===== config.mk =====
export PLATFORM = sky130hd
export DESIGN_NAME = hsq_merge
export DESIGN_NICKNAME = d
export VERILOG_FILES = /design/src/sv/hsq_pkg.sv /design/src/sv/hsq_merge.sv
export SDC_FILE = /design/constraint.sdc
export NUM_CORES = 1
export LEC_CHECK = 0
export BUFFER_PORTS_ARGS = -buffer_cell sky130_fd_sc_hd__buf_2
export CAP_MARGIN = 5
export CORE_ASPECT_RATIO = 0.9
export CORE_MARGIN = 2
export CORE_UTILIZATION = 40
export DETAILED_ROUTE_END_ITERATION = 16
export GPL_TIMING_DRIVEN = 0
export PLACE_DENSITY = 0.75
export SYNTH_ARGS = -nofsm -noshare
export SYNTH_HDL_FRONTEND = slang
export SYNTH_SLANG_ARGS = --single-unit

===== constraint.sdc =====
create_clock -name vclk -period 5.9
set_input_delay 0.885 -clock vclk [all_inputs]
set_output_delay 0.885 -clock vclk [all_outputs]
set_load 0.005 [all_outputs]

===== src/sv/hsq_pkg.sv =====
// ----------------------------------------------------------------------------
// Homing sequencer package
// Widths, register map, sequencer stage codes and the structs that pass
// between the axis lanes, the merge logic and the top level.
// ----------------------------------------------------------------------------
package hsq_pkg;

   localparam int AXES        = 3;
   localparam int ANGLE_WIDTH = 24;
   localparam int POS_W       = 24;
   localparam int ERR_W       = 32;
   localparam int STEP_W      = 16;
   localparam int BOFF_W      = 23;
   localparam int TOL_W       = 16;
   localparam int SETTLE_W    = 16;
   localparam int GEAR_W      = 16;
   localparam int SW_W        = 3;
   localparam int PHASE_W     = 3;
   localparam int CSR_ADDR_W  = 5;
   localparam int CSR_DATA_W  = 32;
   localparam int GEAR_FRAC   = 8;

   localparam logic [STEP_W-1:0]   COARSE_STEP_RST   = 16'd29;
   localparam logic [STEP_W-1:0]   FINE_STEP_RST     = 16'd6;
   localparam logic [BOFF_W-1:0]   BACKOFF_ANGLE_RST = 23'd5719;
   localparam logic [TOL_W-1:0]    BACKOFF_TOL_RST   = 16'd572;
   localparam logic [SETTLE_W-1:0] SETTLE_TICKS_RST  = 16'd1000;
   localparam logic [GEAR_W-1:0]   GEAR_RATIO_RST    = 16'd256;

   typedef enum logic [2:0] {
      REG_COARSE_STEP   = 3'd0,
      REG_FINE_STEP     = 3'd1,
      REG_BACKOFF_ANGLE = 3'd2,
      REG_BACKOFF_TOL   = 3'd3,
      REG_SETTLE_TICKS  = 3'd4,
      REG_GEAR_RATIO    = 3'd5
   } csr_reg_type;

   typedef enum logic [PHASE_W-1:0] {
      ST_IDLE    = 3'd0,
      ST_COARSE  = 3'd1,
      ST_BACKOFF = 3'd2,
      ST_FINE    = 3'd3,
      ST_DONE    = 3'd4
   } stage_type;

   typedef struct packed {
      logic coarse_found;
      logic at_backoff;
      logic fine_found;
   } lane_flags_type;

   typedef struct packed {
      stage_type             stage;
      logic [SETTLE_W-1:0]   settle_count;
      logic                  offset_pending;
   } seq_state_type;

   typedef struct packed {
      logic                drive_valid;
      logic [SW_W-1:0]     clear_encoders;
      logic                enable_motors;
      logic                offset_request;
      logic [PHASE_W-1:0]  phase;
      logic                homed;
   } out_ctrl_type;

endpackage


===== src/sv/hsq_merge.sv =====
// ----------------------------------------------------------------------------
// Homing sequencer merge logic
// Combines the lane results into the stage transition, the settle counter,
// the offset handshake and the control fields of the result.
// ----------------------------------------------------------------------------
module hsq_merge (
   input  logic                              restart,
   input  hsq_pkg::seq_state_type            cur,
   input  hsq_pkg::lane_flags_type           all_set,
   input  logic [hsq_pkg::SW_W-1:0]          clear_mask,
   input  logic                              offset_done,
   input  logic [hsq_pkg::SETTLE_W-1:0]      settle_ticks,
   output hsq_pkg::seq_state_type            nxt,
   output hsq_pkg::out_ctrl_type             ctrl
);
   import hsq_pkg::*;

   logic [SETTLE_W-1:0] settle_inc;

   always_comb begin
      settle_inc = (cur.settle_count == '1) ? cur.settle_count
                                            : cur.settle_count + 1'b1;
      nxt  = cur;
      ctrl = '0;
      if (restart) begin
         nxt.stage          = ST_IDLE;
         nxt.settle_count   = '0;
         nxt.offset_pending = 1'b0;
      end else begin
         ctrl.phase = cur.stage;
         case (cur.stage)
            ST_IDLE: begin
               nxt.stage           = ST_COARSE;
               nxt.settle_count    = '0;
               nxt.offset_pending  = 1'b0;
               ctrl.clear_encoders = '1;
               ctrl.enable_motors  = 1'b1;
            end
            ST_COARSE: begin
               ctrl.drive_valid    = 1'b1;
               ctrl.clear_encoders = clear_mask;
               if (all_set.coarse_found) begin
                  nxt.settle_count = '0;
                  nxt.stage        = ST_BACKOFF;
               end
            end
            ST_BACKOFF: begin
               ctrl.drive_valid    = 1'b1;
               ctrl.clear_encoders = clear_mask;
               if (all_set.at_backoff) begin
                  nxt.settle_count = settle_inc;
                  if (settle_inc > settle_ticks) begin
                     if (!cur.offset_pending) begin
                        nxt.offset_pending  = 1'b1;
                        ctrl.offset_request = 1'b1;
                     end else if (offset_done) begin
                        nxt.offset_pending = 1'b0;
                        nxt.settle_count   = '0;
                        nxt.stage          = ST_FINE;
                     end
                  end
               end
            end
            ST_FINE: begin
               ctrl.drive_valid    = 1'b1;
               ctrl.clear_encoders = clear_mask;
               if (all_set.fine_found) begin
                  nxt.stage = ST_DONE;
               end
            end
            default: begin
               ctrl.drive_valid   = 1'b1;
               ctrl.phase         = ST_DONE;
               ctrl.homed         = 1'b1;
               nxt.stage          = ST_IDLE;
               nxt.settle_count   = '0;
               nxt.offset_pending = 1'b0;
            end
         endcase
      end
   end

endmodule


---- Word-level counts from Yosys, hierarchy flattened ----
Index checks and enable logic that the tools add are counted.
W data, S select, Z words.
storage, ports and cells
  memories ................................ 0
  RAM bits ................................ 0
  register bits after elaboration ......... 0
  output and inout port bits .............. 30
  bits of input ports ..................... 44
  logic and storage cells ................. 31
  latch bits .............................. 0
  memory bits (read-only) ................. 0
operators by class
  divide/modulo/power cells ............... 0
  $lt $le $gt $ge ......................... 1
  eq/ne operators ......................... 4
  shift-type cells ........................ 0
  reductions and logical operators ........ 4
  bitwise operators ....................... 0
  multipliers ............................. 0
  multiplexer cells ....................... 21
  add/sub/neg operators ................... 1
operator list
  cell                     number
  $mux W20                 4
  $pmux W16 S3             1
  $mux W19                 2
  $add A16 B1 Y16 const B  1
  $eq A16 B16 Y1 const B   1
  $gt A16 B16 Y1           1
  $mux W16                 1
  $pmux W3 S4              1
  $mux W10                 1
  $mux W1                  7
  $eq A3 B2 Y1 const B     2
  $pmux W3 S2              1
  $mux W4                  1
  $reduce_or A4 Y1         1
  $eq A3 B1 Y1 const B     1
  $logic_not A3 Y1         1
  $mux W3                  1
  $reduce_or A3 Y1         1
  $pmux W1 S2              1
  $reduce_or A2 Y1         1

---- Longest topological paths before layout ----
  depth after elaboration ................. 8
  depth in mapped cells ................... 18
  mapped depth without buffers ............ 15

---- Worst setup path before layout ----
No wires, ideal clock.
  path kind ............................... input-to-output
  start point ............................. input cur[1] (netlist name)
  end point ............................... output nxt[12] (netlist name)
  stages .................................. 16
  path buffers ............................ 2
  data required time ...................... 5015 ps
  arrival ................................. 3816 ps
  setup slack ............................. 1199 ps
  cells stage by stage .................... ha_1 > nand3_1 > nor4_4 > nand2_2 > clkbuf_1 > nand2_1 > o21ai_0 > ha_1 > nor2b_1 > o211ai_1 > a2111oi_2 > a211oi_1 > o31a_1 > buf_6 > nand3_1 > o31ai_1
RTL lines
  element             line             RTL
  start: declaration  hsq_merge.sv:8   input hsq_pkg::seq_state_type cur,
  end: declaration    hsq_merge.sv:13  output hsq_pkg::seq_state_type nxt,

==> impl_metrics.env <==
export IMPL_seq_area_sq_um=0
export IMPL_maxSlewHeadroom_pct=59.6
export IMPL_rsz0062_at_grt="no"
export IMPL_final_area_sq_um=1830
export IMPL_critPathKind="in -> out"
export IMPL_synth_cell_types=44
export IMPL_swShare_pct=57.2
export IMPL_grt_start_max_net_pins=11
export IMPL_io_pins=74
export IMPL_die_h_um=60.6
export IMPL_cp_num_buf_inv=4
export IMPL_placed_area_sq_um=1820
export IMPL_outcome="completed"
export IMPL_worstPathRequired_ns=5.02
export IMPL_power_frac_comb_pct=100.0
export IMPL_grt_pass1_wl_mm=6.66
export IMPL_fill_cells=389
export IMPL_max_freq_mhz=183
export IMPL_wirelength_mm=4.30
export IMPL_syn_nets=298
export IMPL_critPathTopFamily="compound AO/OA/AOI/OAI gates"
export IMPL_port_buffers=68
export IMPL_hold_buffers=0
export IMPL_drc=0
export IMPL_place_hpwl_mm=3.54
export IMPL_crit_arrival_ns=4.57
export IMPL_area_growth_pct=28.3
export IMPL_drtIter0Drc=80
export IMPL_drt_vias_per_instance=5.54
export IMPL_seq_cells=0
export IMPL_layout_drive_gt1_share_pct=26.8
export IMPL_slowest_delay_ns=0.33
export IMPL_setup_viol=0
export IMPL_hold_viol_final=0
export IMPL_drv_slew=0
export IMPL_intPower_uw=42.3
export IMPL_diodes=0
export IMPL_yosysWarnings=0
export IMPL_track_usage_pct=20.5
export IMPL_clockBufferCount=0
export IMPL_holdCritPathClass="in -> out"
export IMPL_layout_nets=369
export IMPL_syn_area_sq_um=1420
export IMPL_ys_seq_area_share_pct=0
export IMPL_crit_path_cell_trace="buf_2 -> ha_1 -> nand3_1 -> nor4_4 -> nand2_2 -> clkbuf_1 -> o21ai_0 -> ha_1 -> nor2b_1 -> o211ai_1 -> a2111oi_2 -> a211oi_1 -> o31a_1 -> buf_6 -> nand3_1 -> o31ai_1 -> buf_2"
export IMPL_max_cap_violations=0
export IMPL_start_kind="input pin"
export IMPL_fin_crit_sh_pct=92.5
export IMPL_hold_ws_ns=2.05
export IMPL_row_count=20
export IMPL_ant_nets=0
export IMPL_grt_ovfl_total=0
export IMPL_syn_avg_cell_area_sq_um=6.00
export IMPL_power_density_nw_per_um2=54.1
export IMPL_syn_inst=237
export IMPL_first_pass_iters=5
export IMPL_p_clk_share_pct=0
export IMPL_cpMaxStageDelayCell="a211oi_1"
export IMPL_p_leak_uw=0.000939
export IMPL_finalSetupTns_ns=0
export IMPL_grt_pass1_vias=1532
export IMPL_power_frac_seq_pct=0
export IMPL_crit_path_end_kind="primary output"
export IMPL_hold_path_startpoint="clear_mask[0]"
export IMPL_critical_path_max_fanout=10
export IMPL_place_congestion=0.853
export IMPL_vias=1938
export IMPL_die_area_sq_um=4050
export IMPL_cp_startpoint="cur[1]"
export IMPL_core_sq_um=3400
export IMPL_p_switching_uw=56.5
export IMPL_ir_drop_mv=0.0207
export IMPL_tightest_slew_ns=0.604
export IMPL_wire_per_inst_um=12.3
export IMPL_dieWidth_um=66.9
export IMPL_period_needed_ns=5.46
export IMPL_antenna_found_initial=0
export IMPL_initial_core_util_pct=41.8
==> final timing paths <==
| kind | cells after the start | to |
|---|---|---|
| max | 17 | nxt[6] |
| min | 3 | ctrl[6] |
==> kinds of logic (layout without fill, tap and decap cells) <==
group / after synthesis / count (layout) / share of synthesized area, %
AOI/OAI and AO/OA: 63 / 63 / 28.5
xor gates and xnor gates: 8 / 8 / 4.93
buffers and inverters: 40 / 109 / 12.5
and+or+nand+nor: 105 / 105 / 36.1
adders and majority gates: 17 / 17 / 15.0
muxes: 4 / 4 / 2.99
==> layer usage <==
metal,vias up,part of all wire [%],track usage [%]
met1,888,47,29.6
met5,-,0,0
met4,0,0,0.292
li1,990,-,-
met2,60,47,36.9
met3,0,5.8,0.186
==> what timing repair did <==
item,4_1_cts,5_1_grt
setup endpoints to repair,0,4
resized for setup,0,0
setup buffers,0,1
==> Yosys cell counts, drive strengths merged <==
library cell / n / area share [%]
mux2: 2 / 1.6
nor3: 12 / 4.2
a21boi: 1 / 0.53
nand2: 41 / 11
a31oi: 5 / 2.2
o31ai: 3 / 1.6
o21a: 5 / 2.6
a211oi: 1 / 0.53
and2: 3 / 1.3
nand4: 7 / 3.5
nand3: 12 / 4.2
o21ai: 7 / 2.5
nor4: 3 / 2.4
and3: 7 / 3.1
mux2i: 2 / 1.4
o41ai: 2 / 1.2
nor2: 14 / 3.7
nor3b: 1 / 0.53
ha: 17 / 15
a21oi: 21 / 7.4
nor2b: 3 / 1.3
a2111oi: 1 / 1.1
o22ai: 5 / 2.2
o211ai: 1 / 0.53
nand2b: 1 / 0.44
o31a: 1 / 0.62
clkbuf: 10 / 2.7
a41oi: 1 / 0.62
a32oi: 1 / 0.62
o221ai: 1 / 0.62
a22oi: 7 / 3.7
or3: 1 / 0.44
xnor2: 7 / 4.3
xor2: 1 / 0.62
inv: 24 / 6.3
buf: 6 / 3.4
==> metrics by stage <==
stage | utilization [%] | instances | total power (uW) | setup WS, ns
floorplan | - | 237 | 61.8 | 1.20
global placement | 53.4 | 349 | 96.2 | 0.238
detailed placement | 53.4 | 349 | 98.3 | 0.197
CTS | 53.4 | 349 | 98.8 | 0.194
global route | 53.6 | 350 | 111 | 0.149
finish | 53.6 | 350 | 98.8 | 0.443
==> final cells by class <==
class | count | area, sq um | share of cell area (%)
Buffer | 16 | 87.6 | 4.80
Inverter | 24 | 90.1 | 4.93
Multi-Input combinational cell | 197 | 1240 | 68.2
Timing Repair Buffer | 69 | 348 | 19.1
Tap cell | 44 | 55.1 | 3.02
==> power by group through the flow <==
stage / sequential [uW] / combinational [uW] / clock (uW)
floorplan: 0 / 61.8 / 0
global placement: 0 / 96.2 / 0
detailed placement: 0 / 98.3 / 0
CTS: 0 / 98.8 / 0
global route: 0 / 111 / 0
finish: 0 / 98.8 / 0
==> placed cells by master, fill, tap and decap left out, types with 2 or more instances in the layout <==
cell type,netlist,routed
a31oi_1,5,5
o21a_1,5,5
mux2i_1,2,2
nand2_1,40,40
mux2_2,2,2
ha_1,17,17
buf_2,3,71
nand4_1,6,6
nand3_1,12,12
and3_1,7,7
o22ai_1,5,5
o41ai_1,2,2
nor3_1,12,12
o21ai_0,6,6
nor2_1,14,14
and2_1,3,3
a22oi_1,7,7
clkbuf_1,9,9
nor4_1,2,2
buf_4,1,2
inv_1,24,24
o31ai_1,3,3
a21oi_1,21,21
nor2b_1,3,3
xnor2_1,7,7
(Power assumes the default switching activity.)
