### src/sv/hsq_pkg.sv
// ----------------------------------------------------------------------------
// Homing sequencer package
// Widths, register map, sequencer stage codes and the structs that pass
// between the axis lanes, the merge logic and the top level.
// ----------------------------------------------------------------------------
package hsq_pkg;

   localparam int AXES        = 3;
   localparam int ANGLE_WIDTH = 24;
   localparam int POS_W       = 24;
   localparam int ERR_W       = 32;
   localparam int STEP_W      = 16;
   localparam int BOFF_W      = 23;
   localparam int TOL_W       = 16;
   localparam int SETTLE_W    = 16;
   localparam int GEAR_W      = 16;
   localparam int SW_W        = 3;
   localparam int PHASE_W     = 3;
   localparam int CSR_ADDR_W  = 5;
   localparam int CSR_DATA_W  = 32;
   localparam int GEAR_FRAC   = 8;

   localparam logic [STEP_W-1:0]   COARSE_STEP_RST   = 16'd29;
   localparam logic [STEP_W-1:0]   FINE_STEP_RST     = 16'd6;
   localparam logic [BOFF_W-1:0]   BACKOFF_ANGLE_RST = 23'd5719;
   localparam logic [TOL_W-1:0]    BACKOFF_TOL_RST   = 16'd572;
   localparam logic [SETTLE_W-1:0] SETTLE_TICKS_RST  = 16'd1000;
   localparam logic [GEAR_W-1:0]   GEAR_RATIO_RST    = 16'd256;

   typedef enum logic [2:0] {
      REG_COARSE_STEP   = 3'd0,
      REG_FINE_STEP     = 3'd1,
      REG_BACKOFF_ANGLE = 3'd2,
      REG_BACKOFF_TOL   = 3'd3,
      REG_SETTLE_TICKS  = 3'd4,
      REG_GEAR_RATIO    = 3'd5
   } csr_reg_type;

   typedef enum logic [PHASE_W-1:0] {
      ST_IDLE    = 3'd0,
      ST_COARSE  = 3'd1,
      ST_BACKOFF = 3'd2,
      ST_FINE    = 3'd3,
      ST_DONE    = 3'd4
   } stage_type;

   typedef struct packed {
      logic coarse_found;
      logic at_backoff;
      logic fine_found;
   } lane_flags_type;

   typedef struct packed {
      stage_type             stage;
      logic [SETTLE_W-1:0]   settle_count;
      logic                  offset_pending;
   } seq_state_type;

   typedef struct packed {
      logic                drive_valid;
      logic [SW_W-1:0]     clear_encoders;
      logic                enable_motors;
      logic                offset_request;
      logic [PHASE_W-1:0]  phase;
      logic                homed;
   } out_ctrl_type;

endpackage

### src/sv/hsq_scale.sv
// ----------------------------------------------------------------------------
// Homing sequencer error scaler
// Three register stages for one axis: difference, product with the gear
// ratio, then the Q8.8 floor shift and saturation to 32 bits.
// ----------------------------------------------------------------------------
module hsq_scale #(
   parameter int ANGLE_WIDTH = hsq_pkg::ANGLE_WIDTH
) (
   input  logic                                clock,
   input  logic                                load_diff,
   input  logic                                load_prod,
   input  logic                                load_err,
   input  logic signed [((ANGLE_WIDTH > hsq_pkg::POS_W) ? ANGLE_WIDTH : hsq_pkg::POS_W):0]
                                               diff,
   input  logic [hsq_pkg::GEAR_W-1:0]          gear_ratio,
   output logic signed [hsq_pkg::ERR_W-1:0]    error
);
   import hsq_pkg::*;

   localparam int DW = ((ANGLE_WIDTH > POS_W) ? ANGLE_WIDTH : POS_W) + 1;
   localparam int PW = DW + GEAR_W + 1;
   localparam int SW = PW - GEAR_FRAC;

   logic signed [DW-1:0]    diff_ff;
   logic signed [PW-1:0]    prod_ff;
   logic signed [PW-1:0]    prod_in;
   logic signed [SW-1:0]    shifted;
   logic signed [ERR_W-1:0] error_ff;
   logic signed [ERR_W-1:0] error_in;
   logic [SW-ERR_W:0]       upper;

   always_comb begin
      prod_in = diff_ff * $signed({1'b0, gear_ratio});
      shifted = prod_ff[PW-1:GEAR_FRAC];
      upper   = shifted[SW-1:ERR_W-1];
      if ((upper == '0) || (upper == '1)) begin
         error_in = shifted[ERR_W-1:0];
      end else if (shifted[SW-1]) begin
         error_in = {1'b1, {(ERR_W-1){1'b0}}};
      end else begin
         error_in = {1'b0, {(ERR_W-1){1'b1}}};
      end
   end

   always_ff @(posedge clock) begin
      if (load_diff) begin
         diff_ff <= diff;
      end
      if (load_prod) begin
         prod_ff <= prod_in;
      end
      if (load_err) begin
         error_ff <= error_in;
      end
   end

   assign error = error_ff;

endmodule

### config.mk
export PLATFORM = sky130hd
export DESIGN_NAME = hsq_scale
export DESIGN_NICKNAME = d
export VERILOG_FILES = /design/src/sv/hsq_pkg.sv /design/src/sv/hsq_scale.sv
export SDC_FILE = /design/constraint.sdc
export NUM_CORES = 1
export LEC_CHECK = 0
export BUFFER_PORTS_ARGS = -buffer_cell sky130_fd_sc_hd__buf_2
export CAP_MARGIN = 30
export CORE_AREA = 2 2 193 338
export DETAILED_ROUTE_END_ITERATION = 12
export DIE_AREA = 0 0 195 340
export HOLD_SLACK_MARGIN = 0.15
export PLACE_DENSITY = 0.45
export SLEW_MARGIN = 40
export SYNTH_ARGS = -nofsm -noshare
export SYNTH_HDL_FRONTEND = slang
export SYNTH_SLANG_ARGS = --single-unit
### constraint.sdc
create_clock -name clock -period 6 [get_ports clock]
set_input_delay 0.6 -clock clock [delete_from_list [all_inputs] [get_ports clock]]
set_output_delay 0.6 -clock clock [all_outputs]
set_load 0.01 [all_outputs]
Yosys cells after proc, flatten, opt, wreduce, memory -nomap -nowiden --
Index checks and enable logic that the tools add are counted.
Cells by class: add/sub/neg operators 0, multiply operators 1, divide/modulo/power cells 0, order comparisons 0, eq/ne operators 1, shift-type cells 0, muxes and demuxes 2, bitwise logic cells 0, reductions and logical operators 2
Operator list (count):
- 32-bit 2-to-1 mux | 2
- 25-bit by 17-bit multiplier with 42-bit output | 1
- 3-bit == test, second input constant | 1
- 3-bit zero test | 1
- 1-bit logical OR | 1
Storage, ports and cells: flip-flop bits (word level) 99, bits in latches 0, RAM bits 0, memory bits (read-only) 0, input bits 45, output and inout port bits 32, word-level logic and storage cells 9, memories kept 0

Depth between registers and ports, before layout --
Gate-level depths: netlist of run 1.
depth after elaboration 3, mapped depth 24

Least setup slack after synthesis of run 1 --
OpenSTA, ideal clock, no wires.
kind input to register, start point in gear_ratio[8] (netlist name), end point reg prod_ff[36], data pin, setup time 0.139 ns, arrival time 6.108 ns, required time 5.861 ns, slack -0.247 ns, stages on the path 24, buffers on the path 2, path through clkbuf_1 > clkbuf_1 > nand2_1 > fa_1 > inv_1 > fa_1 > inv_1 > fa_1 > inv_1 > fa_1 > fa_1 > inv_1 > fa_1 > inv_1 > ha_1 > or3_4 > o221ai_2 > a21oi_2 > nand4_2 > o21ai_4 > a211oi_4 > o21ai_2 > a2111oi_2 > nand4b_1
Between the ends: longest elaborated chain between the ends 1
Ends and longest elaborated chain:
- from (decl) | line hsq_scale.sv:15 | input logic [hsq_pkg::GEAR_W-1:0] gear_ratio,
- 25-bit by 17-bit multiplier with 42-bit output | line hsq_scale.sv:33 | prod_in = diff_ff * $signed({1'b0, gear_ratio});
- named net prod_in[36] | line hsq_scale.sv:26 | logic signed [PW-1:0] prod_in;
- to (signal assigned) | line hsq_scale.sv:50 | prod_ff <= prod_in;
- to (decl) | line hsq_scale.sv:25 | logic signed [PW-1:0] prod_ff;
The timed path passes the listed nets, and every way through them passes these cells. A chain may end at the register's enable or synchronous reset.

Worst setup path after layout of run 1 --
start point reg diff_ff[8], end point reg prod_ff[36], data pin
Between the ends: longest elaborated chain between the ends 1
Ends and longest elaborated chain:
- from (decl) | line hsq_scale.sv:24 | logic signed [DW-1:0] diff_ff;
- from (signal assigned) | line hsq_scale.sv:47 | diff_ff <= diff;
- 25-bit by 17-bit multiplier with 42-bit output | line hsq_scale.sv:33
- named net prod_in[36] | line hsq_scale.sv:26
The timed path passes the listed nets, and every way through them passes these cells.

==> summary.txt, run 1 <==
status -> finished, violations left
failing checks -> negative setup slack
vias in the first global route -> 14,560
synthesized-area fraction occupied by ao, oa, aoi and oai cells -> 0.03034
Clock Pin Slew Worst Setup and Hold Paths -> 0.08 ns
die width -> 195 um
Cells after Synth -> 1,743
critical path's slowest cell -> fa_2
WL final -> 50.04 mm
die area -> 66,300 sq um
global-route wire length before repair -> 79.36 mm
EDFF count, synth -> 91
Initial DRC Count -> 339
Synth area leader -> fa_1
Synth warnings -> 0
Critical Path AT -> 6.33 ns
unrepaired setup endpoints after global routing -> yes
xor/xnor cell area share of the yosys netlist -> 0.01903
Post-Synth Adder-Cell Area -> 0.5315
area delta synth->final -> 20.52%
Largest stage delay, worst path -> 0.56 ns
worst reg-to-reg path cell count -> 22
total gr overflow -> 0
number of buffers created by CTS -> 9
# IOs -> 77
Slew @ Worst Pin -> 0.6064 ns
Fmax -> 0.1643 GHz
Starting Density -> 0.2673
share of layout cells above drive strength 1 -> 0.1888
CTS Hold Bufs -> 0
Min-Delay Startpoint -> diff[1]
Slew Limit Headroom -> 0.5957
CTS sink count -> 91
core footprint -> 63,710 sq um
CP Class -> reg2reg
CP delay by family, top -> adder cells
Final Util -> 0.3221
most frequent cells after synthesis -> inv_1 (468), fa_1 (389), nand2_1 (259)
worst setup margin -> -0.08568 ns
top-count cell post-synth -> inv_1
# rows -> 123
Mean Syn Cell Area -> 9.771 sq um
1st-pass router iterations -> 6
largest net degree at the start of global routing -> 35
# setup viols final -> 7
hold_ws -> 0.3903 ns
crit path max fanout -> 4
I/O Buffers -> 76
vias post-DR -> 12,160
All-Layer GR Usage -> 0.1620
initial antenna violation count -> 2
post-synth cell types -> 46
ys async rst share -> 0
Die Ht -> 340 um
final antenna-violating net count -> 0
reg2reg setup slack -> -0.09 ns
Crit. End Element -> flip-flop
Max Root-Sink Buffers -> 2
mux share of post-synthesis cell area -> 0
Simple-Gate Fraction of Synth Area -> 0.1408
CTS tree -> yes
DP Wirelength -> 43.60 mm
Clk Latency, worst-skew pair -> 0.38 ns
Yosys top cell area share -> 0.4573
r2r endpoint -> prod_ff[36]
root buffer cell -> clkbuf_16
maxcap violations -> 0
Vias/cell -> 4.335
fin. max-slew vios -> 0
reg-to-reg startpoint -> diff_ff[8]
Worst Path Required -> 6.24 ns
Seq/Total Area, Yosys -> 0.1605
worst hold path type -> in2reg
GP Congestion -> 0.8537
WHS Endpoint -> diff_ff[1]
Buf/Inv on CP -> 5
Hold Path Stages -> 1
top post-synthesis cells by area -> fa_1 (46%), edfxtp_1 (16%), inv_1 (10%)
Synth Register Bits -> 91
DRC -> 0
drt wl/cell -> 17.84 um
Worst Skew -> 0.009800 ns
Worst setup SP type -> flip-flop
shortest period the worst path allows -> 6.086 ns
ys flop type -> edfxtp_1
Final Cycle Share -> 1.014
Place WS -> -0.5805 ns
mapped cell area -> 17,030 sq um
H-tree depth -> 3
Post-Syn Nets -> 2,278
final hold violation count -> 0
worst path cell trace -> buf_6, and2_1, fa_1, inv_1, fa_2, inv_1, fa_1, ha_1, inv_1, fa_1, fa_1, inv_1, ha_1, a21o_1, a21oi_2, nand4_1, o21ba_2, o21ai_4, a211oi_4, o21ai_4, a2111oi_2, nand4b_1
fin nets -> 2,522
largest family of logic cells by synthesized area -> adder cells
==> metrics by stage <==
step	area (sq um)	setup TNS, ns	std cells
2_1_floorplan	17080	0	1743
3_3_place_gp	19860	-7.941	2767
3_5_place_dp	19860	-10.25	2767
4_1_cts	20300	-0.6993	2793
5_1_grt	20520	-3.646	2805
6_report	20520	-0.3195	2805
==> flip-flops by register name, indices dropped and copies added (netlist names) <==
signal,flops
prod_ff,34
diff_ff,25
error,32
==> placed cells by master (no fill, tap or decap), types with 3 or more instances in the layout <==
master / Yosys / routed
fa_2: 0 / 7
o21ai_0: 8 / 5
inv_2: 0 / 9
o21a_1: 5 / 4
clkbuf_16: 0 / 9
inv_1: 468 / 459
nor3_1: 5 / 5
nand2_1: 259 / 257
nor2_1: 82 / 80
nand3_1: 3 / 3
buf_4: 0 / 210
edfxtp_1: 91 / 91
nand4_1: 4 / 4
ha_1: 101 / 97
buf_12: 0 / 12
and3_1: 3 / 3
xor2_1: 10 / 9
and2_1: 151 / 147
buf_2: 0 / 70
o21ai_2: 1 / 3
a21oi_1: 25 / 15
buf_6: 0 / 4
fa_1: 389 / 382
a21oi_2: 2 / 10
and2_4: 0 / 4
clkbuf_4: 0 / 4
a21o_1: 6 / 6
xnor2_1: 27 / 26
ha_4: 0 / 4
==> kinds of logic (layout without fill, tap and decap cells) <==
logic type / count (synthesis) / after routing
simple gates: 518 / 518
flops: 91 / 91
compound gates: 72 / 72
xor+xnor: 37 / 37
fa+ha+maj: 490 / 490
buf+inv: 535 / 784
other cells: 0 / 1
==> worst max-delay path by stage <==
| stage | start | to | slack [ns] | cells past startpoint |
|---|---|---|---|---|
| detailed placement | gear_ratio[2] | prod_ff[41] | -0.58 | 20 |
| global route | diff_ff[7] | prod_ff[36] | -0.28 | 22 |
| floorplan | gear_ratio[8] | prod_ff[38] | 0.0002 | 21 |
| CTS | diff_ff[7] | prod_ff[36] | -0.11 | 22 |
| global placement | gear_ratio[2] | prod_ff[38] | -0.49 | 20 |
| finish | diff_ff[8] | prod_ff[36] | -0.09 | 22 |
==> final cells by class <==
cell class | instances | area (sq um)
Multi-Input combinational cell | 1117 | 12500
Clock buffer | 9 | 225.2
Antenna cell | 1 | 2.502
Sequential cell | 91 | 2733
Tap cell | 812 | 1016
Timing Repair Buffer | 300 | 2242
Fill cell | 6695 | 43190
Inverter | 468 | 1757
Clock inverter | 7 | 50.05
==> metal layers <==
layer	track usage	wire length, um
met1	0.1327	14400
met2	0.3459	30660
met3	0.01397	913
met4	0.1156	4058
met5	0	13
==> timing repair <==
action / CTS / global route
pin swaps: 15 / 17
gates resized for setup: 22 / 37
setup endpoints to repair: 18 / 24
buffers inserted: 10 / 11
Power of run 1 is left out: the tool's default activity adds up to more than one toggle a clock period on the data nets, which glitch-free logic cannot reach.
==> run 2, diff against run 1 <==
--- a/config.mk
+++ b/config.mk
@@ -11,6 +11,7 @@
 export DETAILED_ROUTE_END_ITERATION = 12
 export DIE_AREA = 0 0 195 340
 export HOLD_SLACK_MARGIN = 0.15
+export MAX_ROUTING_LAYER = met4
 export PLACE_DENSITY = 0.45
 export SLEW_MARGIN = 40
 export SYNTH_ARGS = -nofsm -noshare
==> run 2 against run 1 <==
  * The flow still finishes with violations (negative setup slack)
  * First-iteration DRC count up 3.2%
  * Final cell count increased by 0.75%
  * Flip-flop and latch count unchanged
  * Clock-buffer cell count unchanged
  * Critical path depth down 1
  * Wire length decreased by 0.75%
  * Clock skew increased by 0.0065 ns
  * Core utilization rose by 0.66 points
  * Via count is 0.79% higher
  * Cell area is 2.0% higher
  * Sequential share of layout area is 0.27 points lower
  * Maximum frequency is 1.0% higher
==> summary.txt, run 2 (synthesized netlist as in run 1, its figures left out) <==
Slew @ Worst Pin -> 0.5680 ns
core footprint -> 63,710 sq um
M2 GR Usage -> 0.3363
Largest stage delay, worst path -> 0.54 ns
final hold violation count -> 0
leading cell types in the layout, fill and taps excluded -> inv_1 (455), fa_1 (374), nand2_1 (253)
Worst Path Required -> 6.13 ns
WL final -> 49.67 mm
critical path's slowest cell -> fa_1
Clk Latency, worst-skew pair -> 0.39 ns
status -> finished, violations left
vias post-DR -> 12,260
I/O Buffers -> 76
global-route wire length before repair -> 78.76 mm
initial antenna violation count -> 1
Worst Skew -> 0.01627 ns
final antenna-violating net count -> 0
Final Util -> 0.3287
Fmax -> 0.1660 GHz
Placed Cells -> 2,770
root buffer cell -> clkbuf_16
final std cells w/o fill -> 2,826
Post-DP Area -> 19,900 sq um
hold_ws -> 0.3819 ns
DP Wirelength -> 42.97 mm
most common cell after layout, fill and taps aside -> inv_1
reg2reg setup slack -> -0.02 ns
r2r endpoint -> prod_ff[41]
worst setup margin -> -0.02435 ns
CP Class -> reg2reg
Largest register FFs -> 34
worst setup path start -> diff_ff[23]
All-Layer GR Usage -> 0.1653
Worst path depth -> 21
Worst setup SP type -> flip-flop
shortest period the worst path allows -> 6.024 ns
Buf/Inv on CP -> 5
most frequent CP cell -> fa_1
post-route cell area -> 20,940 sq um
met3 Use GR -> 0.01021
H-tree depth -> 3
failing checks -> negative setup slack
# setup viols final -> 2
Die Ht -> 340 um
drt wl/cell -> 17.58 um
fin nets -> 2,543
layer with the highest usage -> met2
reg-to-reg startpoint -> diff_ff[23]
number of buffers created by CTS -> 9
Largest Register -> prod_ff
area delta synth->final -> 22.98%
largest net degree at the start of global routing -> 35
Starting Density -> 0.2673
crit path max fanout -> 4
Critical Path AT -> 6.16 ns
worst hold path type -> in2reg
Initial DRC Count -> 350
GP Congestion -> 0.8535
CTS tree -> yes
worst reg-to-reg path cell count -> 21
maxcap violations -> 0
CP delay by family, top -> adder cells
Clock Pin Slew Worst Setup and Hold Paths -> 0.08 ns
DRC -> 0
die width -> 195 um
met1 Resource Use GR -> 0.1354
Setup crit end -> prod_ff[41]
fin. max-slew vios -> 0
vias in the first global route -> 14,610
Max Root-Sink Buffers -> 2
Final Cycle Share -> 1.004
# IOs -> 77
Slew Limit Headroom -> 0.6186
# rows -> 123
worst path cell trace -> buf_4, and2_1, fa_1, inv_1, fa_1, inv_1, fa_1, fa_1, fa_1, inv_1, fa_1, inv_1, ha_1, o21ai_2, nand2_1, a21o_1, and3_1, a21oi_4, o21ai_2, o41ai_2, xnor2_1
share of layout cells above drive strength 1 -> 0.2131
die area -> 66,300 sq um
Vias/cell -> 4.337
Crit. End Element -> flip-flop
total gr overflow -> 0
1st-pass router iterations -> 7
CTS sink count -> 91
unrepaired setup endpoints after global routing -> yes
-- run 2: cell types whose count changed in the layout (fill, tap and decap cells not counted), moves of 8 or more --
| cell | delta |
|---|---|
| fa_1 | -8 |
| fa_2 | +8 |
| buf_6 | +9 |
| and2_4 | +8 |
| and2_1 | -8 |
| buf_4 | +12 |
-- run 2: metal layers --
| metal | vias to the layer above | share of wire | wire, um |
|---|---|---|---|
| li1 | 5558 | - | - |
| met5 | - | 0 | 0 |
| met3 | 129 | 0.014 | 683 |
| met2 | 208 | 0.61 | 30060 |
| met4 | 0 | 0.085 | 4236 |
| met1 | 6361 | 0.30 | 14690 |
-- run 2: layout make-up --
cell class | instances | area [sq um]
Inverter | 468 | 1757
Timing Repair Buffer | 321 | 2471
Tap cell | 812 | 1016
Antenna cell | 1 | 2.502
Fill cell | 6723 | 42770
Multi-Input combinational cell | 1117 | 12640
Sequential cell | 91 | 2733
Clock buffer | 9 | 225.2
Clock inverter | 7 | 97.59
-- run 2: worst min path at each step --
| stage | slack [ns] | to | start | depth (start not counted) |
|---|---|---|---|---|
| finish | 0.38 | diff_ff[23] | diff[23] | 1 |
| global route | 0.37 | diff_ff[8] | diff[8] | 1 |
| CTS | 0.36 | diff_ff[12] | diff[12] | 1 |
| detailed placement | 0.53 | error[7] | prod_ff[15] | 2 |
| global placement | 0.52 | error[7] | prod_ff[15] | 2 |
| floorplan | 0.51 | error[10] | prod_ff[18] | 2 |
-- run 2: metrics by stage --
step / setup slack [ns] / setup TNS, ns
after floorplan: 0.0001563 / 0
after global placement: -0.5308 / -9.453
after detailed placement: -0.6477 / -12.13
after CTS: -0.01161 / -0.01161
after global routing: -0.2585 / -2.412
final: -0.02435 / -0.03131
-- run 2: repair_timing --
action / CTS / global route
resized for setup: 36 / 73
endpoints found under the setup margin: 19 / 21
hold buffers: 0 / 0
pin swaps: 22 / 54
setup buffers: 21 / 19
-- run 2: worst reg2reg max path: cells and delay by family, from the launching register on --
family | cells | cell delay, ns
flip-flops | 1 | 0.47
XOR/XNOR | 1 | 0.12
AND/OR/NAND/NOR | 3 | 0.44
adder cells (fa/ha/maj) | 7 | 3.33
AO/OA/AOI/OAI | 5 | 0.96
buffers and inverters | 5 | 0.43
Power of run 2 is left out for the same reason.
