[config.mk]
export PLATFORM = sky130hd
export DESIGN_NAME = hsq_lane
export DESIGN_NICKNAME = d
export VERILOG_FILES = /design/src/sv/hsq_pkg.sv /design/src/sv/hsq_lane.sv
export SDC_FILE = /design/constraint.sdc
export NUM_CORES = 1
export LEC_CHECK = 0
export ABC_AREA = 0
export BUFFER_PORTS_ARGS = -buffer_cell sky130_fd_sc_hd__buf_2
export CORE_MARGIN = 3
export CORE_UTILIZATION = 40
export DETAILED_ROUTE_END_ITERATION = 10
export SKIP_LAST_GASP = 1
export SLEW_MARGIN = 10
export SYNTH_ARGS = -nofsm -noshare
export SYNTH_HDL_FRONTEND = slang
export SYNTH_SLANG_ARGS = --single-unit
[constraint.sdc]
create_clock -name vclk -period 8.1
set_input_delay 0.405 -clock vclk [all_inputs]
set_output_delay 0.405 -clock vclk [all_outputs]
set_load 0.005 [all_outputs]
[src/sv/hsq_pkg.sv]
// ----------------------------------------------------------------------------
// Homing sequencer package
// Widths, register map, sequencer stage codes and the structs that pass
// between the axis lanes, the merge logic and the top level.
// ----------------------------------------------------------------------------
package hsq_pkg;

   localparam int AXES        = 3;
   localparam int ANGLE_WIDTH = 24;
   localparam int POS_W       = 24;
   localparam int ERR_W       = 32;
   localparam int STEP_W      = 16;
   localparam int BOFF_W      = 23;
   localparam int TOL_W       = 16;
   localparam int SETTLE_W    = 16;
   localparam int GEAR_W      = 16;
   localparam int SW_W        = 3;
   localparam int PHASE_W     = 3;
   localparam int CSR_ADDR_W  = 5;
   localparam int CSR_DATA_W  = 32;
   localparam int GEAR_FRAC   = 8;

   localparam logic [STEP_W-1:0]   COARSE_STEP_RST   = 16'd29;
   localparam logic [STEP_W-1:0]   FINE_STEP_RST     = 16'd6;
   localparam logic [BOFF_W-1:0]   BACKOFF_ANGLE_RST = 23'd5719;
   localparam logic [TOL_W-1:0]    BACKOFF_TOL_RST   = 16'd572;
   localparam logic [SETTLE_W-1:0] SETTLE_TICKS_RST  = 16'd1000;
   localparam logic [GEAR_W-1:0]   GEAR_RATIO_RST    = 16'd256;

   typedef enum logic [2:0] {
      REG_COARSE_STEP   = 3'd0,
      REG_FINE_STEP     = 3'd1,
      REG_BACKOFF_ANGLE = 3'd2,
      REG_BACKOFF_TOL   = 3'd3,
      REG_SETTLE_TICKS  = 3'd4,
      REG_GEAR_RATIO    = 3'd5
   } csr_reg_type;

   typedef enum logic [PHASE_W-1:0] {
      ST_IDLE    = 3'd0,
      ST_COARSE  = 3'd1,
      ST_BACKOFF = 3'd2,
      ST_FINE    = 3'd3,
      ST_DONE    = 3'd4
   } stage_type;

   typedef struct packed {
      logic coarse_found;
      logic at_backoff;
      logic fine_found;
   } lane_flags_type;

   typedef struct packed {
      stage_type             stage;
      logic [SETTLE_W-1:0]   settle_count;
      logic                  offset_pending;
   } seq_state_type;

   typedef struct packed {
      logic                drive_valid;
      logic [SW_W-1:0]     clear_encoders;
      logic                enable_motors;
      logic                offset_request;
      logic [PHASE_W-1:0]  phase;
      logic                homed;
   } out_ctrl_type;

endpackage

[src/sv/hsq_lane.sv]
// ----------------------------------------------------------------------------
// Homing sequencer axis lane
// Per-axis target ramping, switch detection and backoff check for one tick,
// producing the next target, the next axis flags and the error difference.
// ----------------------------------------------------------------------------
module hsq_lane #(
   parameter int ANGLE_WIDTH = hsq_pkg::ANGLE_WIDTH
) (
   input  hsq_pkg::stage_type                 stage,
   input  logic signed [ANGLE_WIDTH-1:0]      target,
   input  hsq_pkg::lane_flags_type            flags,
   input  logic signed [hsq_pkg::POS_W-1:0]   position,
   input  logic                               home_switch,
   input  logic [hsq_pkg::STEP_W-1:0]         coarse_step,
   input  logic [hsq_pkg::STEP_W-1:0]         fine_step,
   input  logic [hsq_pkg::BOFF_W-1:0]         backoff_angle,
   input  logic [hsq_pkg::TOL_W-1:0]          backoff_tolerance,
   output logic signed [ANGLE_WIDTH-1:0]      target_in,
   output hsq_pkg::lane_flags_type            flags_in,
   output logic                               clear_encoder,
   output logic signed [((ANGLE_WIDTH > hsq_pkg::POS_W) ? ANGLE_WIDTH : hsq_pkg::POS_W):0]
                                              diff
);
   import hsq_pkg::*;

   localparam int BASE_W = (ANGLE_WIDTH > POS_W) ? ANGLE_WIDTH : POS_W;
   localparam int LW     = BASE_W + 2;
   localparam int DW     = BASE_W + 1;
   localparam logic signed [LW-1:0] ANG_MAX =
      {{(LW-ANGLE_WIDTH+1){1'b0}}, {(ANGLE_WIDTH-1){1'b1}}};
   localparam logic signed [LW-1:0] ANG_MIN =
      {{(LW-ANGLE_WIDTH+1){1'b1}}, {(ANGLE_WIDTH-1){1'b0}}};

   logic signed [LW-1:0] tgt_w;
   logic signed [LW-1:0] pos_w;
   logic signed [LW-1:0] boff_w;
   logic signed [LW-1:0] goal;
   logic signed [LW-1:0] fine_w;
   logic signed [LW-1:0] down_step;
   logic signed [LW-1:0] tol_w;
   logic signed [LW-1:0] rdiff;
   logic signed [LW-1:0] rmag;
   logic signed [LW-1:0] ramp_t;
   logic signed [LW-1:0] down_raw;
   logic signed [LW-1:0] down_t;
   logic signed [LW-1:0] bdev;
   logic signed [LW-1:0] babs;
   logic signed [LW-1:0] tgt_n;
   logic signed [LW-1:0] pos_eff;
   logic signed [LW-1:0] diff_w;
   logic                 reached;
   logic                 in_tol;

   always_comb begin
      tgt_w     = {{(LW-ANGLE_WIDTH){target[ANGLE_WIDTH-1]}}, target};
      pos_w     = {{(LW-POS_W){position[POS_W-1]}}, position};
      boff_w    = {{(LW-BOFF_W){1'b0}}, backoff_angle};
      fine_w    = {{(LW-STEP_W){1'b0}}, fine_step};
      tol_w     = {{(LW-TOL_W){1'b0}}, backoff_tolerance};
      down_step = (stage == ST_COARSE) ? {{(LW-STEP_W){1'b0}}, coarse_step} : fine_w;
      goal      = (boff_w > ANG_MAX) ? ANG_MAX : boff_w;
      rdiff     = goal - tgt_w;
      rmag      = (rdiff < 0) ? -rdiff : rdiff;
      reached   = rmag <= fine_w;
      if (reached) begin
         ramp_t = goal;
      end else if (rdiff > 0) begin
         ramp_t = tgt_w + fine_w;
      end else begin
         ramp_t = tgt_w - fine_w;
      end
      down_raw  = tgt_w - down_step;
      down_t    = (down_raw < ANG_MIN) ? ANG_MIN : down_raw;
      bdev      = pos_w - boff_w;
      babs      = (bdev < 0) ? -bdev : bdev;
      in_tol    = babs <= tol_w;
   end

   always_comb begin
      tgt_n         = tgt_w;
      flags_in      = flags;
      clear_encoder = 1'b0;
      pos_eff       = pos_w;
      case (stage)
         ST_IDLE: begin
            tgt_n    = '0;
            flags_in = '0;
            pos_eff  = '0;
         end
         ST_COARSE: begin
            if (flags.coarse_found) begin
               tgt_n = ramp_t;
            end else if (home_switch) begin
               clear_encoder         = 1'b1;
               flags_in.coarse_found = 1'b1;
               tgt_n                 = '0;
               pos_eff               = '0;
            end else begin
               tgt_n = down_t;
            end
         end
         ST_BACKOFF: begin
            tgt_n = ramp_t;
            if (reached) begin
               flags_in.at_backoff = in_tol;
            end
         end
         ST_FINE: begin
            if (home_switch && !flags.fine_found) begin
               clear_encoder       = 1'b1;
               flags_in.fine_found = 1'b1;
               tgt_n               = '0;
               pos_eff             = '0;
            end else if (flags.fine_found) begin
               tgt_n = '0;
            end else begin
               tgt_n = down_t;
            end
         end
         default: begin
            tgt_n    = '0;
            flags_in = '0;
         end
      endcase
      diff_w    = tgt_n - pos_eff;
      diff      = diff_w[DW-1:0];
      target_in = tgt_n[ANGLE_WIDTH-1:0];
   end

endmodule

Yosys cells after proc, flatten, opt, wreduce, memory -nomap -nowiden

Cells that the tools add are included.

Output and inout bits: 53
Bits in registers: 0
Logic and storage cells: 48
Input bits: 126

Add/subtract/negate cells: 8
Reductions and logical operators: 6
Muxes and demuxes: 25
Magnitude comparators: 6
Equal/unequal tests: 3

Operator list:

| operator                                             | number |
|---|---|
| two-way mux 25 bit                                   | 10 |
| case mux 25 bit (3 select lines)                     | 2 |
| <= comparator 26 x 17 -> 1 bit                       | 2 |
| two-way mux 26 bit                                   | 2 |
| negator 25 -> 26 bit                                 | 2 |
| < comparator 25 x 1 -> 1 bit, second input constant  | 2 |
| subtractor 24 x 17 -> 25 bit                         | 2 |
| subtractor 24 x 24 -> 25 bit                         | 2 |
| adder 24 x 17 -> 25 bit                              | 1 |
| > comparator 25 x 1 -> 1 bit, second input constant  | 1 |
| < comparator 25 x 24 -> 1 bit, second input constant | 1 |
| subtractor 25 bit                                    | 1 |
| two-way mux 16 bit                                   | 1 |
| case mux 1 bit (2 select lines)                      | 4 |
| equality test 3 x 2 -> 1 bit, second input constant  | 2 |
| two-way mux 1 bit                                    | 6 |
| OR reduction 2 bit                                   | 3 |
| equality test 3 x 1 -> 1 bit, second input constant  | 1 |
| logical NOT 3 bit                                    | 1 |
| logical AND 1 bit                                    | 1 |
| logical NOT 1 bit                                    | 1 |

Longest topological paths before layout

Gate-level depths: netlist of run 1.

Word-level depth: 9
Depth in mapped cells: 44
Gate-level depth less buffers: 42

Worst setup path after synthesis of run 1

Ideal clock, no wire load.

Path kind: input to output
From: input target[11]
To: output diff[24] (netlist name)
Required time: 7.695 ns
Path buffers: 3
Cell stages on the path: 42
Arrival: 8.057 ns
Slack: -0.362 ns
Cell sequence: inv_1 -> ha_1 -> buf_2 -> a21o_1 -> a22o_1 -> or3_1 -> o211a_1 -> or2_1 -> a41o_1 -> a211oi_2 -> clkbuf_1 -> nand2_1 -> xnor2_1 -> ha_1 -> o21a_1 -> o21a_1 -> o21a_1 -> o21a_1 -> [... 6 more ...] -> mux2_4 -> o22a_1 -> ha_1 -> inv_1 -> fa_1 -> a21o_1 -> a21oi_1 -> o21a_1 -> o21ai_0 -> nand2_1 -> o31ai_1 -> a211oi_1 -> o21bai_1 -> a21o_1 -> nand4_1 -> nand4b_1 -> a21oi_1 -> xor3_1

RTL lines:

| what               | RTL line       | source |
|---|---|---|
| start: declaration | hsq_lane.sv:10 | `input logic signed [ANGLE_WIDTH-1:0] target,` |
| end: declaration   | hsq_lane.sv:22 | `diff` |

==> metrics.txt, run 1 <==
status=finished with violations; failing checks=setup timing; per-cell routed wire length=16.40 um; final worst-path cycle share=103.4%; Final Util=56.47%; initial antenna violation count=2; tightest hold margin=1.149 ns; CP required=7.70 ns; hold path depth=4; Final Hold Violating Endpoints=0; ANT cells=0; Vias/cell=5.595; first-pass detailed-route iteration total=5; worst-path fanout max=5; Fill cells=2149; Worst VDD drop=0.04068 mV; Comb pwr share=100.0%; Setup TNS=-0.9069 ns; DP Area=11920 sq um; DP HPWL=28.17 mm; sw power=0.7116 mW; Slew @ Worst Pin=0.8906 ns; Leakage=6.364 nW; vias=11250; Final Slew Violations=0; Clock power frac=0%; post-route ant nets=0; Syn Std Cell Area=9089 sq um; sequential share of power=0%; class of the worst hold path=primary input to output pin; clkbuf count=0; Fmax=0.1194 GHz; Critical Path Sink Type=output pin; grt ovf=0; IO Count=179; Seq cells=0; Place WS=-0.7794 ns; Data arrival, critical path=7.97 ns; first-pass GRT wire length=50.43 mm; Worst Hold End=flags_in[1]; register area share after synthesis=0%; hold_sp=flags[1]; Netlist cell types=95; CP startpoint kind=primary input; setup violators final=6; Die Area=24570 sq um; nets=2008; DRC Markers=0; Max stage delay on crit path=0.38 ns; Die Span Y=156.7 um; unrepaired setup endpoints after global routing=yes; Design Area, Final=12480 sq um; Multi-input gate area=8732 sq um; maxcap violations=0; FF+latch area=0 sq um; Worst path slowest cell=a211o_4; DR iter-0 viols=724; Core Region=22090 sq um; final setup margin=-0.2758 ns; critical path's most frequent cell=o21a_1; Hold-fix buffers, CTS=0; internal power=0.6881 mW; IO buf count=179; Tmin final=8.376 ns; Cells after Synth=1331; gp weighted congestion=0.9561; vias in the first global route=10510; Synth Net Count=1607; Crit Path Class=primary input to output pin; pwr dens=112.2 nW/um^2; share of post-route cells with drive strength above 1=29.88%; Die Wd=156.7 um; placement row count=54; gr usage total=24.91%; Yosys warnings=0; final WL=32.97 mm; slew margin rel.=40.08%; P&R area growth vs syn=37.28%; Initial Util=41.14%; Switching Fraction=50.84%; largest net degree at the start of global routing=25; syn avg cell area=6.828 sq um
[final cells by class]
type / count / area share, %
inverter: 117 / 3.580
multi-input combinational: 1174 / 69.99
tap: 280 / 2.808
timing repair buffer: 439 / 23.63
[what timing repair did]
| item | 4_1_cts | 5_1_grt |
|---|---|---|
| pin swaps | 18 | 28 |
| cloned | 1 | 0 |
| setup buffers | 21 | 7 |
| resized for setup | 47 | 31 |
| endpoints found under the setup margin | 14 | 16 |
| endpoints found under the hold margin | 0 | 0 |
[layout by cell type (no fill, tap or decap), drive strengths merged, types with 9 or more instances in the layout]
| cell | n |
|---|---|
| buf | 438 |
| ha | 145 |
| inv | 116 |
| nand2 | 107 |
| a21oi | 107 |
| nor2 | 99 |
| xnor2 | 93 |
| o21ai | 82 |
| a21o | 40 |
| nor3 | 35 |
| o21a | 34 |
| nand3 | 32 |
| xor2 | 31 |
| mux2i | 31 |
| a211oi | 22 |
| nand4 | 21 |
| o22ai | 20 |
| and3 | 19 |
| nor2b | 18 |
| o211ai | 17 |
| or3 | 17 |
| nor4 | 17 |
| and2 | 14 |
| nand2b | 13 |
| a31oi | 11 |
| o31ai | 11 |
| o21bai | 9 |
| a211o | 9 |
[cells in the mapped netlist, types with 8 or more instances]
master	count	area share [%]
o21bai_1	9	0.74
and2_1	12	0.83
o31ai_1	11	0.91
o21ai_0	74	4.1
or3_1	17	1.2
xnor2_1	93	9.0
a211o_1	9	0.87
a21o_1	40	3.3
nor3_1	35	1.9
nor4_1	15	1.0
nor2b_1	18	1.2
o21a_1	34	2.8
nand2_1	107	4.4
mux2i_1	31	3.4
a31oi_1	11	0.76
inv_1	116	4.8
a211oi_1	21	1.7
ha_1	145	20
clkbuf_1	32	1.3
o211ai_1	17	1.4
o21ai_1	8	0.44
nor2_1	99	4.1
a21oi_1	106	5.8
and3_1	19	1.3
nand3_1	31	1.7
nand2b_1	13	0.89
nand4_1	21	1.4
o22ai_1	20	1.4
xor2_1	31	3.0
[routing by layer]
layer  up-vias  GRT usage (%)  part of all wire (%)
met3        43         0.8296                   4.2
met5         -              0                 0.079
met1      5177          33.36                    46
met2       280          44.81                    48
met4         4          4.585                   2.0
li1       5741              -                     -
[cell families (layout without fill, tap and decap cells)]
group	after synthesis	count (layout)	share of synthesized area, %
multiplexers	34	34	3.868
buffers and inverters	157	556	6.801
XOR/XNOR	125	125	12.21
AO/OA/AOI/OAI	437	437	32.19
AND/OR/NAND/NOR	428	428	23.87
adder cells (fa/ha/maj)	150	150	21.06
[how the worst max path moves through the flow]
stage | start | endpoint | slack, ns | cells after the start
final | backoff_angle[0] | diff[24] | -0.28 | 45
after global routing | backoff_angle[0] | diff[24] | -0.60 | 45
after CTS | backoff_angle[0] | diff[24] | -0.17 | 45
after detailed placement | backoff_angle[0] | diff[23] | -0.78 | 43
after global placement | backoff_angle[0] | diff[22] | -0.65 | 45
after floorplan | backoff_angle[0] | diff[23] | 0.01 | 32
[worst max-delay path, delay by kind of cell]
kind	cells	cell delay, ns
muxes	1	0.18
xor gates and xnor gates	1	0.21
buffers and inverters	6	0.77
and+or+nand+nor	8	1.17
AOI/OAI and AO/OA	25	4.33
adders and majority gates	4	0.91
[power groups by stage]
stage | Combinational [mW] | Clock [mW] | Sequential (mW)
after detailed placement | 1.31 | 0 | 0
after floorplan | 0.820 | 0 | 0
after CTS | 1.36 | 0 | 0
after global placement | 1.29 | 0 | 0
final | 1.40 | 0 | 0
after global routing | 1.54 | 0 | 0
[through the flow]
| step | power, mW | std cells |
|---|---|---|
| 5_1_grt | 1.541 | 2010 |
| 3_3_place_gp | 1.291 | 1981 |
| 4_1_cts | 1.359 | 2003 |
| 3_5_place_dp | 1.310 | 1981 |
| 6_report | 1.400 | 2010 |
| 2_1_floorplan | 0.8197 | 1331 |
Power figures use the tool's default switching activity.
==> run 2: changes to the inputs <==
- TNS_END_PERCENT: default -> 20
==> metrics.txt, run 2 (same netlist as run 1, synthesis figures left out) <==
CP startpoint kind=primary input; Worst path slowest cell=a211o_4; Max stage delay on crit path=0.38 ns (about the same); final worst-path cycle share=102.5% (-0.89 points); failing checks=setup timing; final setup margin=-0.2034 ns (+0.07245 ns); Worst VDD drop=0.04126 mV (+1.4%); gp weighted congestion=0.9561 (unchanged); Seq cells=0 (unchanged); vias in the first global route=10370 (-1.4%); pwr dens=111.3 nW/um^2 (-0.78%); class of the worst hold path=primary input to output pin; Crit Path Class=primary input to output pin; per-cell routed wire length=16.23 um (-1.1%); Final Hold Violating Endpoints=0 (unchanged); Setup TNS=-0.5173 ns (+0.3895 ns); final WL=32.43 mm (-1.7%); Initial Util=41.14% (unchanged); Critical Path Sink Type=output pin; DRC Markers=0 (unchanged); Hold-fix buffers, CTS=0 (unchanged); Die Span Y=156.7 um (unchanged); Crit path buffers/inverters=6 (unchanged); most frequent cells in the layout=buf_4 (243), buf_2 (175), ha_1 (140), inv_1 (111), nand2_1 (106); most common cell after layout, fill and taps aside=buf_4; Fmax=0.1204 GHz (+0.87%); Power Total=1.377 mW (-1.6%); status=finished with violations; Leakage=6.300 nW (-1.0%); worst-path fanout max=7 (+2); Fill cells=2175 (+1.2%); Slew @ Worst Pin=0.9158 ns (+0.02524 ns); clkbuf count=0 (unchanged); maxcap violations=0 (unchanged); Tmin final=8.303 ns (-0.07245 ns); IO Count=179 (unchanged); unrepaired setup endpoints after global routing=yes; first-pass detailed-route iteration total=5 (unchanged); share of post-route cells with drive strength above 1=29.16% (-0.72 points); CP required=7.70 ns (about the same); DP HPWL=28.17 mm (unchanged); Core Region=22090 sq um (unchanged); first-pass GRT wire length=49.65 mm (-1.5%); Final Slew Violations=0 (unchanged); Vias/cell=5.584 (-0.19%); Die Wd=156.7 um (unchanged); nets=1996 (-0.60%); P&R area growth vs syn=36.14%; initial antenna violation count=1 (-1); slew margin rel.=38.38% (-1.7 points); Data arrival, critical path=7.90 ns (-0.07 ns); Die Area=24570 sq um (unchanged); DR iter-0 viols=610 (-16%); Crit path max-delay family=compound AO/OA/AOI/OAI gates; setup violators final=5 (-1); gr usage total=24.51% (-0.40 points); ANT cells=0 (unchanged); post-route ant nets=0 (unchanged); largest net degree at the start of global routing=25 (unchanged); critical path's most frequent cell=o21a_1; IO buf count=179 (unchanged); vias=11160 (-0.78%); placement row count=54 (unchanged); FF+latch area=0 sq um (unchanged); grt ovf=0 (unchanged)
run 2: changes by cell type in the layout (fill, tap and decap cells not counted), sizes merged:
cell	change
buf	-12
run 2: final cells by class:
class              instances  area [sq um]  share of cell area, %
multi-input cells       1174          8725                  70.51
repair buffers           427          2851                  23.05
well taps                280         350.3                  2.831
inverters                117         446.7                  3.610
run 2: tightest hold or removal path: cells and delay by family:
family | cells | cell delay (ns)
compound gates | 1 | 0.06
simple gates | 1 | 0.06
buf+inv | 2 | 0.22
run 2: path summary, 6_finish.rpt:
check / depth (start not counted) / endpoint / start / slack, ns
max: 45 / diff[24] / backoff_angle[0] / -0.20
min: 4 / flags_in[1] / flags[1] / 1.15
run 2: per-stage QoR:
stage | setup WS [ns] | cells | hold WS (ns) | util (%) | cell area, sq um
floorplan | 0.01130 | 1331 | 0.8807 | - | 9120
global placement | -0.6452 | 1981 | 1.140 | 53.96 | 11920
detailed placement | -0.7794 | 1981 | 1.150 | 53.96 | 11920
CTS | -0.2482 | 1985 | 1.152 | 54.80 | 12110
global route | -0.5681 | 1998 | 1.176 | 56.00 | 12370
finish | -0.2034 | 1998 | 1.149 | 56.00 | 12370
run 2: timing repair:
item / in CTS / in global routing
endpoints found under the hold margin: 0 / 0
gates resized for setup: 30 / 41
gates cloned: 1 / 0
pin swaps: 16 / 26
setup buffers: 3 / 13
setup endpoints to repair: 14 / 15
run 2: report_power, final:
| part | switching [mW] | leakage [nW] | internal [mW] |
|---|---|---|---|
| sequential | 0 | 0 | 0 |
| clock | 0 | 0 | 0 |
| combinational | 0.701 | 6.30 | 0.676 |
| total | 0.701 | 6.30 | 0.676 |
run 2: routing by layer:
metal  track usage, %  routed length, um  part of all wire, %
met1            32.92              15100                   47
met2            44.05              15400                   47
met3           0.9403               1327                  4.1
met4            4.168                586                  1.8
met5                0                 18                0.056
==> run 3: changes to the inputs <==
- CORE_UTILIZATION: 40 -> 54
- PLACE_DENSITY: default -> 0.82
==> metrics.txt, run 3 (same netlist as run 1, synthesis figures left out) <==
setup violators final=7 (+2); worst-path fanout max=4 (-3); Die Span Y=135.7 um (-13%); internal power=0.6735 mW (-0.37%); Fill cells=1230 (-43%); Final Hold Violating Endpoints=0 (unchanged); IO Count=179 (unchanged); final WL=32.26 mm (-0.52%); Data arrival, critical path=8.13 ns (+0.23 ns); Crit Path Class=primary input to output pin; failing checks=setup timing; most common cell after layout, fill and taps aside=buf_4; P&R area growth vs syn=33.80%; post-route ant nets=0 (unchanged); nets=1982 (-0.70%); Critical Path Sink Type=output pin; gr usage total=32.86% (+8.4 points); largest net degree at the start of global routing=25 (unchanged); WL met1=13.32 mm (-12%); vias in the first global route=10850 (+4.6%); Comb pwr share=100.0% (about the same); DP Area=11740 sq um (-1.6%); top sig layer=met5; share of post-route cells with drive strength above 1=28.81% (-0.35 points); Final Util=75.19% (+19 points); Final Slew Violations=0 (unchanged); first-pass GRT wire length=50.56 mm (+1.8%); Cells after DPL=1903 (-3.9%); Non-Filler Instances=1921 (-3.9%); initial antenna violation count=1 (unchanged); Fmax=0.1172 GHz (-2.7%); final setup margin=-0.4327 ns (-0.2293 ns); first-pass detailed-route iteration total=7 (+2); CP required=7.70 ns (about the same); CP startpoint kind=primary input; status=finished with violations; Die Wd=135.7 um (-13%); slew margin rel.=38.13% (-0.25 points); DR iter-0 viols=752 (+23%); maxcap violations=0 (unchanged); Crit path max-delay family=compound AO/OA/AOI/OAI gates; pwr dens=114.2 nW/um^2 (+2.6%); Multi-input gate area=8731 sq um (about the same); critical path's most frequent cell=o21a_1; Max stage delay on crit path=0.39 ns (about the same); Crit path buffers/inverters=5 (-1); DRC Markers=0 (unchanged); final worst-path cycle share=105.3% (+2.8 points); sequential share of power=0% (unchanged); Switching Fraction=51.48% (+0.56 points); Slew @ Worst Pin=0.9195 ns (+0.003711 ns); Tmin final=8.533 ns (+0.2293 ns); Initial Util=56.20% (+15 points); clkbuf count=0 (unchanged); Worst VDD drop=0.05046 mV (+22%); Core Region=16170 sq um (-27%); Worst path slowest cell=a211o_4; WL met2=15.43 mm (+0.25%); gp weighted congestion=0.9767 (+2.2%); Design Area, Final=12160 sq um (-1.7%); unrepaired setup endpoints after global routing=yes; Power Total=1.388 mW (+0.79%); placement row count=46 (-15%); most frequent cells in the layout=buf_4 (230), buf_2 (174), ha_1 (138), inv_1 (111), nand2_1 (106); per-cell routed wire length=16.79 um (+3.5%); Vias/cell=6.071 (+8.7%); IO buf count=179 (unchanged); Seq cells=0 (unchanged); vias=11660 (+4.5%); tightest hold margin=1.145 ns (-0.004460 ns); class of the worst hold path=primary input to output pin; met3 wire length=2.424 mm (+83%); Clock power frac=0% (unchanged); Die Area=18420 sq um (-25%); FF+latch area=0 sq um (unchanged); grt ovf=0 (unchanged); sw power=0.7147 mW (+1.9%); DP HPWL=27.28 mm (-3.2%); Leakage=6.211 nW (-1.4%)
## run 3: cell count changes in the layout (fill, tap and decap cells not counted), sizes merged
| cell | delta |
|---|---|
| buf | -13 |
| bufbuf | -1 |
| diode | +1 |
## run 3: through the flow
stage,setup TNS (ns),worst slack (ns)
2_1_floorplan,0,0.01130
3_3_place_gp,-3.661,-0.6211
3_5_place_dp,-6.368,-0.8422
4_1_cts,-1.269,-0.2589
5_1_grt,-5.857,-0.7456
6_report,-2.456,-0.4327
## run 3: metal layers
layer  up-vias  GRT usage (%)
li1       5678              -
met1      5365          42.02
met2       529          59.02
met3        88          2.266
met4         2          9.742
met5         -              0
## run 3: power by group through the flow
stage / Combinational (mW) / Sequential (mW) / Clock, mW
after detailed placement: 1.29 / 0 / 0
after floorplan: 0.820 / 0 / 0
after CTS: 1.33 / 0 / 0
after global routing: 1.52 / 0 / 0
final: 1.39 / 0 / 0.0000000165
after global placement: 1.25 / 0 / 0
## run 3: cell type report
class | count | area share, %
timing repair buffer | 413 | 22.29
antenna | 1 | 0.02058
inverter | 117 | 3.673
multi-input combinational | 1174 | 71.80
tap | 216 | 2.222
## run 3: what timing repair did
action,4_1_cts,5_1_grt
resized for setup,45,28
hold buffers,0,0
setup buffers,8,10
setup endpoints to repair,14,16
pin swaps,17,10
## run 3: worst min-delay path, cell delays in order
cell,delay (ns)
buf_2,0.09
nand2b_1,0.06
o21ai_1,0.06
buf_2,0.12
## run 3: final timing paths
path,startpoint,end,cells past startpoint
hold / removal,flags[1],flags_in[1],4
setup / recovery,backoff_angle[0],diff[24],45
